--- config.mk ---
export PLATFORM = sky130hd
export DESIGN_NAME = block_dct_idct_8x8_top
export DESIGN_NICKNAME = d
export VERILOG_FILES = /design/src/hw/rtl/bdct_pkg.sv /design/src/hw/rtl/block_dct_idct_8x8_top.sv
export SDC_FILE = /design/constraint.sdc
export NUM_CORES = 2
export LEC_CHECK = 0
export BUFFER_PORTS_ARGS = -buffer_cell sky130_fd_sc_hd__buf_4
export CAP_MARGIN = 20
export CORE_ASPECT_RATIO = 1.2
export CORE_MARGIN = 2
export CORE_UTILIZATION = 30
export CTS_CLUSTER_DIAMETER = 50
export CTS_CLUSTER_SIZE = 40
export DETAILED_ROUTE_END_ITERATION = 8
export PLACE_DENSITY = 0.5
export SYNTH_ARGS = -nofsm -noshare
export SYNTH_HDL_FRONTEND = slang
export SYNTH_SLANG_ARGS = --single-unit
--- constraint.sdc ---
create_clock -name clk_i -period 8 [get_ports clk_i]
set_input_delay 0.4 -clock clk_i [delete_from_list [all_inputs] [get_ports clk_i]]
set_output_delay 0.4 -clock clk_i [all_outputs]
set_load 0.03 [all_outputs]
--- src/hw/rtl/bdct_pkg.sv ---
// ----------------------------------------------------------------------------
// bdct_pkg: shared types and constants for the 8x8 dct / idct block
// Holds the sequencer states, fixed-point formats and the cosine basis.
// ----------------------------------------------------------------------------
package bdct_pkg;

  localparam int unsigned SideBits  = 3;                    // log2 of block side
  localparam int unsigned AreaBits  = 2 * SideBits;         // log2 of block area
  localparam int unsigned SampleW   = 16;                   // input / output word
  localparam int unsigned MidW      = 24;                   // row-pass values
  localparam int unsigned CoefW     = 16;                   // basis constants
  localparam int unsigned CoefBitsW = 4;                    // log2 of CoefW
  localparam int unsigned AccW      = 43;                   // column-pass sum
  localparam int unsigned RowShift  = 10;                   // cos frac - guard
  localparam int unsigned ColShift  = 18;                   // cos frac + guard

  typedef enum logic [2:0] {
    ST_LOAD,
    ST_READ,
    ST_FETCH,
    ST_MUL,
    ST_STORE,
    ST_EMIT
  } bdct_state_e;

  // 8192 * cos(m * pi / 16), rounded
  function automatic logic [CoefW-1:0] bdct_cos_mag(input int unsigned m);
    logic [CoefW-1:0] mag;
    case (m)
      0: mag = 16'd8192;
      1: mag = 16'd8035;
      2: mag = 16'd7568;
      3: mag = 16'd6811;
      4: mag = 16'd5793;
      5: mag = 16'd4551;
      6: mag = 16'd3135;
      7: mag = 16'd1598;
      default: mag = 16'd0;
    endcase
    return mag;
  endfunction

  // orthonormal basis k[u][x] with 14 fraction bits
  function automatic logic signed [CoefW-1:0] bdct_basis(input logic [SideBits-1:0] u,
                                                         input logic [SideBits-1:0] x);
    int unsigned      m;
    logic             neg;
    logic [CoefW-1:0] mag;
    m   = ((2 * int'(x) + 1) * int'(u)) % 32;
    neg = 1'b0;
    if (m > 16) begin
      m = 32 - m;
    end
    if (m > 8) begin
      m   = 16 - m;
      neg = 1'b1;
    end
    if (u == '0) begin
      mag = 16'd5793;
    end else begin
      mag = bdct_cos_mag(m);
    end
    return neg ? -$signed(mag) : $signed(mag);
  endfunction

endpackage

--- src/hw/rtl/block_dct_idct_8x8_top.sv ---
// ----------------------------------------------------------------------------
// block_dct_idct_8x8_top: 2-d orthonormal dct-ii / inverse dct on 8x8 blocks
// Row pass into a transpose memory, then column pass; each product is formed
// bit-serially over the 16 coefficient bits on one shared accumulator.
// ----------------------------------------------------------------------------
// each product is a read, a fetch and 16 bit-serial add steps; each element is
// 8 products plus one store, for a row pass and then a column pass
// the column pass emits each element and holds while the output is stalled;
//   no new block is taken in until the last word of the current one is accepted
// reset: direction 0, sample count 0, sequencer idle and ready; stores undefined
module block_dct_idct_8x8_top import bdct_pkg::*; (
  input  logic                      clk_i,
  input  logic                      rst_ni,
  input  logic                      cfg_we_i,
  input  logic                      cfg_data_i,
  input  logic                      in_valid_i,
  output logic                      in_stall_o,
  input  logic signed [SampleW-1:0] sample_in_i,
  output logic                      out_valid_o,
  input  logic                      out_stall_i,
  output logic signed [SampleW-1:0] value_out_o,
  output logic [AreaBits-1:0]       position_o,
  output logic                      block_end_o
);

  localparam logic [SideBits-1:0]  SideLast  = '1;
  localparam logic [AreaBits-1:0]  AreaLast  = '1;
  localparam logic [CoefBitsW-1:0] BitLast   = '1;
  localparam logic signed [AccW-1:0] RowRound = AccW'(1) <<< (RowShift - 1);
  localparam logic signed [AccW-1:0] ColRound = AccW'(1) <<< (ColShift - 1);
  localparam logic signed [AccW-1:0] MidMax   = (AccW'(1) <<< (MidW - 1)) - AccW'(1);
  localparam logic signed [AccW-1:0] MidMin   = -(AccW'(1) <<< (MidW - 1));
  localparam logic signed [AccW-1:0] OutMax   = (AccW'(1) <<< (SampleW - 1)) - AccW'(1);
  localparam logic signed [AccW-1:0] OutMin   = -(AccW'(1) <<< (SampleW - 1));

  bdct_state_e state_q, state_d;

  logic                      dir_q, dir_d, blk_dir_q, blk_dir_d;
  logic [AreaBits-1:0]       cnt_q, cnt_d;
  logic                      col_q, col_d;
  logic [SideBits-1:0]       r_q, r_d, c_q, c_d, k_q, k_d;
  logic [CoefBitsW-1:0]      bit_q, bit_d;
  logic signed [AccW-1:0]    mcand_q, mcand_d;
  logic [CoefW-1:0]          mult_q, mult_d;
  logic signed [AccW-1:0]    acc_q, acc_d;
  logic signed [SampleW-1:0] out_val_q, out_val_d;
  logic [AreaBits-1:0]       out_pos_q, out_pos_d;
  logic                      out_end_q, out_end_d;

  logic signed [SampleW-1:0] blk_mem [2**AreaBits];
  logic signed [MidW-1:0]    mid_mem [2**AreaBits];
  logic signed [SampleW-1:0] blk_rd_q;
  logic signed [MidW-1:0]    mid_rd_q;
  logic                      blk_we, mid_we;
  logic signed [MidW-1:0]    mid_wdata;

  logic signed [AccW-1:0]    row_scaled, col_scaled;
  logic signed [CoefW-1:0]   coef;
  logic [SideBits-1:0]       cu, cx;
  logic                      in_acc, out_acc, elem_last;

  assign in_acc  = in_valid_i && !in_stall_o;
  assign out_acc = out_valid_o && !out_stall_i;

  // sample buffer and transpose buffer, registered reads
  always_ff @(posedge clk_i) begin
    if (blk_we) begin
      blk_mem[cnt_q] <= sample_in_i;
    end
    if (mid_we) begin
      mid_mem[{r_q, c_q}] <= mid_wdata;
    end
    blk_rd_q <= blk_mem[{r_q, k_q}];
    mid_rd_q <= mid_mem[{k_q, c_q}];
  end

  // basis select: forward uses k[out][in], inverse k[in][out]
  always_comb begin
    if (!col_q) begin
      cu = blk_dir_q ? k_q : c_q;
      cx = blk_dir_q ? c_q : k_q;
    end else begin
      cu = blk_dir_q ? k_q : r_q;
      cx = blk_dir_q ? r_q : k_q;
    end
    coef = bdct_basis(cu, cx);
  end

  // rounding half up of the finished sums and saturation of the row-pass sum
  always_comb begin
    row_scaled = (acc_q + RowRound) >>> RowShift;
    col_scaled = (acc_q + ColRound) >>> ColShift;
    if (row_scaled > MidMax) begin
      mid_wdata = MidMax[MidW-1:0];
    end else if (row_scaled < MidMin) begin
      mid_wdata = MidMin[MidW-1:0];
    end else begin
      mid_wdata = row_scaled[MidW-1:0];
    end
  end

  assign elem_last = (r_q == SideLast) && (c_q == SideLast);

  // sequencer: next state and datapath
  always_comb begin
    state_d   = state_q;
    dir_d     = cfg_we_i ? cfg_data_i : dir_q;
    blk_dir_d = blk_dir_q;
    cnt_d     = cnt_q;
    col_d     = col_q;
    r_d       = r_q;
    c_d       = c_q;
    k_d       = k_q;
    bit_d     = bit_q;
    mcand_d   = mcand_q;
    mult_d    = mult_q;
    acc_d     = acc_q;
    out_val_d = out_val_q;
    out_pos_d = out_pos_q;
    out_end_d = out_end_q;
    blk_we    = 1'b0;
    mid_we    = 1'b0;
    in_stall_o  = 1'b1;
    out_valid_o = 1'b0;
    case (state_q)
      ST_LOAD: begin
        in_stall_o = 1'b0;
        if (in_acc) begin
          blk_we = 1'b1;
          cnt_d  = cnt_q + 1'b1;
          if (cnt_q == AreaLast) begin
            blk_dir_d = dir_q;
            col_d     = 1'b0;
            r_d       = '0;
            c_d       = '0;
            k_d       = '0;
            state_d   = ST_READ;
          end
        end
      end
      ST_READ: begin
        state_d = ST_FETCH;
      end
      ST_FETCH: begin
        mcand_d = col_q ? AccW'(mid_rd_q) : AccW'(blk_rd_q);
        mult_d  = coef;
        bit_d   = '0;
        if (k_q == '0) begin
          acc_d = '0;
        end
        state_d = ST_MUL;
      end
      ST_MUL: begin
        // one coefficient bit per cycle, sign bit weighs negative
        if (mult_q[0]) begin
          acc_d = (bit_q == BitLast) ? acc_q - mcand_q : acc_q + mcand_q;
        end
        mcand_d = mcand_q <<< 1;
        mult_d  = mult_q >> 1;
        bit_d   = bit_q + 1'b1;
        if (bit_q == BitLast) begin
          if (k_q == SideLast) begin
            state_d = ST_STORE;
          end else begin
            k_d     = k_q + 1'b1;
            state_d = ST_READ;
          end
        end
      end
      ST_STORE: begin
        k_d = '0;
        if (!col_q) begin
          mid_we  = 1'b1;
          c_d     = c_q + 1'b1;
          state_d = ST_READ;
          if (c_q == SideLast) begin
            r_d = r_q + 1'b1;
          end
          if (elem_last) begin
            col_d = 1'b1;
          end
        end else begin
          if (col_scaled > OutMax) begin
            out_val_d = OutMax[SampleW-1:0];
          end else if (col_scaled < OutMin) begin
            out_val_d = OutMin[SampleW-1:0];
          end else begin
            out_val_d = col_scaled[SampleW-1:0];
          end
          out_pos_d = {r_q, c_q};
          out_end_d = elem_last;
          state_d   = ST_EMIT;
        end
      end
      ST_EMIT: begin
        out_valid_o = 1'b1;
        if (out_acc) begin
          c_d = c_q + 1'b1;
          if (c_q == SideLast) begin
            r_d = r_q + 1'b1;
          end
          if (elem_last) begin
            cnt_d   = '0;
            state_d = ST_LOAD;
          end else begin
            state_d = ST_READ;
          end
        end
      end
      default: begin
        state_d = ST_LOAD;
      end
    endcase
  end

  // control registers
  always_ff @(posedge clk_i or negedge rst_ni) begin
    if (!rst_ni) begin
      state_q   <= ST_LOAD;
      dir_q     <= 1'b0;
      blk_dir_q <= 1'b0;
      cnt_q     <= '0;
      col_q     <= 1'b0;
      r_q       <= '0;
      c_q       <= '0;
      k_q       <= '0;
      bit_q     <= '0;
    end else begin
      state_q   <= state_d;
      dir_q     <= dir_d;
      blk_dir_q <= blk_dir_d;
      cnt_q     <= cnt_d;
      col_q     <= col_d;
      r_q       <= r_d;
      c_q       <= c_d;
      k_q       <= k_d;
      bit_q     <= bit_d;
    end
  end

  // datapath registers
  always_ff @(posedge clk_i) begin
    mcand_q   <= mcand_d;
    mult_q    <= mult_d;
    acc_q     <= acc_d;
    out_val_q <= out_val_d;
    out_pos_q <= out_pos_d;
    out_end_q <= out_end_d;
  end

  assign value_out_o = out_val_q;
  assign position_o  = out_pos_q;
  assign block_end_o = out_end_q;

endmodule

==> flow_summary.json <==
{
  "clock-sinks": 2750,
  "synth_area_per_cell_um2": 17.26,
  "drt_pass1_iterations": 6,
  "post-route-period-util": 0.9069,
  "dp.cells": 11050,
  "synth_mux_area_frac": 0.09112,
  "synth_edf_count": 2685,
  "nNetsFinal": 6698,
  "area_delta_synth_final_pct": 17.35,
  "maxSlewHeadroom": 0.2403,
  "cts-htree-levels": 5,
  "dieArea_um2": 369800,
  "timing.critical_path.buf_inv": 3,
  "synthXorXnorAreaFrac": 0.009851,
  "synth_fa_ha_area_frac": 0.008274,
  "skew_ps": 76.99,
  "critPathArrivalTime_ps": 7970,
  "slowest_delay_ps": 550,
  "maxSlewViolCount": 0,
  "clock_latency_ps": 920,
  "layout_setup_ws_ps": 745.1,
  "numCtsBuffers": 317,
  "antenna_found_initial": 13,
  "first_global_vias": 61490,
  "gp_congestion": 0.8329,
  "crit_fanout": 30,
  "cts_root_buf": "clkbuf_16",
  "final_antenna_net_count": 0,
  "syn_nets": 6436,
  "synth-seq-cells": 2750,
  "cts_tree": "done",
  "synth_top_family_by_area": "multiplexers",
  "syn_area_um2": 109500,
  "grt_pass1_wl_mm": 471.4,
  "critPathTopFamily": "adder cells",
  "synth_seq_area_share": 0.7495,
  "synthSimpleGateAreaFrac": 0.04074,
  "synthArstFlopShare": 0.009091,
  "gr-total-overflow": 0,
  "drive_gt1_frac": 0.2120,
  "die_w_um": 555.5,
  "p_per_area_nw_per_um2": 349.0,
  "vias": 61820,
  "outcome": "completed",
  "end_kind": "flip-flop",
  "initial_utilization": 0.3006,
  "drc_errors": 0,
  "cellLeakagePower_nw": 40.33,
  "yosys.cell_types.count": 89,
  "start_kind": "flip-flop",
  "cts_buffer_depth": 4,
  "synth_ff_type": "edfxtp_1",
  "grt_max_degree": 93,
  "coreArea_um2": 364200,
  "worst_pin_slew_ps": 1137,
  "setup_viol": 0,
  "n_fill_cell": 34180,
  "place_ws_ps": 830.1,
  "crit_path_top_delay_cell": "xnor3_1",
  "wl_per_cell_um": 28.73,
  "cap_violations": 0,
  "setup_tns_ps": 0,
  "cts.reportedPaths.clkPinSlew_ps": 60,
  "rsz0062_at_grt": "no",
  "fmax_mhz": 137.8,
  "numPortBuffers": 46,
  "cts.repair.resized": 0,
  "fin_crit_ps": 7255,
  "fin_cells": 11660,
  "totalWireLength_mm": 334.9,
  "grt_usage": 0.1767,
  "vdd_drop_max_mv": 0.3912,
  "final_util": 0.3527,
  "yosysWarningCount": 0,
  "hpwl_mm": 193.0,
  "drtIter0Drc": 6329,
  "drt-vias-per-instance": 5.303,
  "core.rowCount": 243,
  "critical_path_required_ps": 8720,
  "syn_inst": 6344,
  "finalHoldViolCount": 0,
  "fp.dieH_um": 665.8,
  "ios": 47,
  "crit_type": "flip-flop to flip-flop",
  "hold_path.class": "input pin to flip-flop",
  "synth_compound_area_frac": 0.08550
}
==> cells in the mapped netlist (10+ instances only) <==
cell type | number | area [µm²]
edfxtp_1 | 2685 | 80630
nand2_1 | 321 | 1205
nor2_1 | 312 | 1171
mux4_2 | 307 | 6914
a21oi_1 | 300 | 1501
clkbuf_1 | 264 | 991.0
a22oi_1 | 260 | 1952
o21ai_0 | 257 | 1286
mux2i_1 | 184 | 1842
buf_1 | 114 | 427.9
a221oi_1 | 107 | 937.2
mux2_2 | 107 | 1205
a22o_1 | 103 | 902.1
nand3_1 | 98 | 490.5
nor3_1 | 71 | 355.3
ha_1 | 66 | 825.8
a21o_1 | 61 | 457.9
nand4_1 | 61 | 381.6
xnor2_1 | 59 | 516.8
xor2_1 | 59 | 516.8
a211oi_1 | 45 | 337.8
o22ai_1 | 42 | 262.8
inv_1 | 41 | 153.9
a31oi_1 | 40 | 250.2
dfxtp_1 | 40 | 800.8
dfrtp_1 | 25 | 625.6
a311oi_1 | 23 | 201.4
and3_1 | 23 | 143.9
o31ai_1 | 21 | 157.7
and2_1 | 20 | 125.1
o211ai_1 | 17 | 127.6
nor2b_1 | 16 | 100.1
or3_1 | 15 | 93.84
o21bai_1 | 13 | 97.59
nand2b_1 | 12 | 75.07
a222oi_1 | 10 | 100.1
o2111ai_1 | 10 | 87.58
==> final cells by class <==
class	count	area, µm²	share of cell area
Antenna cell	4	10.01	0.00007791
Clock inverter	249	2853	0.02220
Timing Repair Buffer	332	2833	0.02205
Sequential cell	2750	82080	0.6389
Clock buffer	340	8145	0.06340
Inverter	44	170.2	0.001324
Multi-Input combinational cell	3161	26410	0.2056
Tap cell	4777	5977	0.04652
==> where the power goes <==
part | total (mW) | leakage, nW | switching (mW) | internal, mW
registers | 18.8 | 24.8 | 0.597 | 18.2
logic | 11.0 | 10.2 | 7.39 | 3.63
clock network | 15.0 | 5.30 | 6.58 | 8.47
total | 44.8 | 40.3 | 14.6 | 30.3
==> logic make-up after synthesis <==
family          count (synthesis)
other cells                     1
buf+inv                       433
xor+xnor                      120
flops                        2750
compound gates               1380
fa+ha+maj                      70
mux                           599
simple gates                  991
==> state kept, by name, indices dropped and copies added (netlist names), 4 cells and up <==
| name | cells |
|---|---|
| mcand_q | 43 |
| cnt_q | 6 |
| blk_mem | 1024 |
| mult_q | 16 |
| blk_rd_q | 16 |
| position_o | 6 |
| mid_rd_q | 24 |
| value_out_o | 16 |
| bit_q | 4 |
| mid_mem | 1536 |
| acc_q | 43 |
==> final timing paths <==
check                                 from         endpoint  slack, ps  cells past startpoint
max in group asynchronous           rst_ni           c_q[1]       7160                      4
hold / removal             sample_in_i[11]  blk_mem[22][11]         40                      1
setup reg to reg                     col_q        mult_q[6]        750                     26
setup / recovery                     col_q        mult_q[6]        750                     26
hold reg to reg                   bit_q[3]         bit_q[3]        520                      1
min in group asynchronous           rst_ni         cnt_q[4]        610                      4
==> routing by layer <==
layer	wire [µm]	vias up	track usage
met1	137600	32870	0.2302
met3	19400	494	0.02475
met4	13440	2	0.06684
met5	13	-	0
met2	164400	2120	0.2981
li1	-	26330	-
==> placed cells by master (no fill, tap or decap), types with 22 or more instances in the layout <==
master / count
a21oi_1: 293
a22o_1: 103
edfxtp_1: 2685
bufinv_16: 23
inv_6: 59
a221oi_1: 107
ha_1: 66
nor3_1: 71
clkinv_2: 29
o22ai_1: 42
nand4_1: 61
clkinv_4: 31
a21o_1: 61
dfxtp_1: 40
o21ai_0: 241
and3_1: 22
clkinvlp_4: 34
nor2_1: 234
a211oi_1: 45
nor2_2: 61
buf_4: 296
a22oi_1: 260
xor2_1: 58
inv_8: 31
mux2_2: 107
nand3_1: 97
mux4_2: 307
inv_1: 40
nand2_1: 320
a311oi_1: 23
a31oi_1: 40
xnor2_1: 59
mux2i_1: 184
clkbuf_16: 322
==> through the flow <==
step	hold slack [ps]	instance area (µm²)	power (mW)
floorplan	104.4	109500	25.70
global placement	363.7	117100	30.08
detailed placement	372.2	117300	30.21
CTS	24.38	128400	45.25
global route	54.20	128500	46.58
finish	41.12	128500	44.84
==> what timing repair did <==
action	in CTS	in global routing
hold buffers	8	0
endpoints found under the hold margin	46	0
setup buffers	0	0
(Power assumes the default switching activity.)
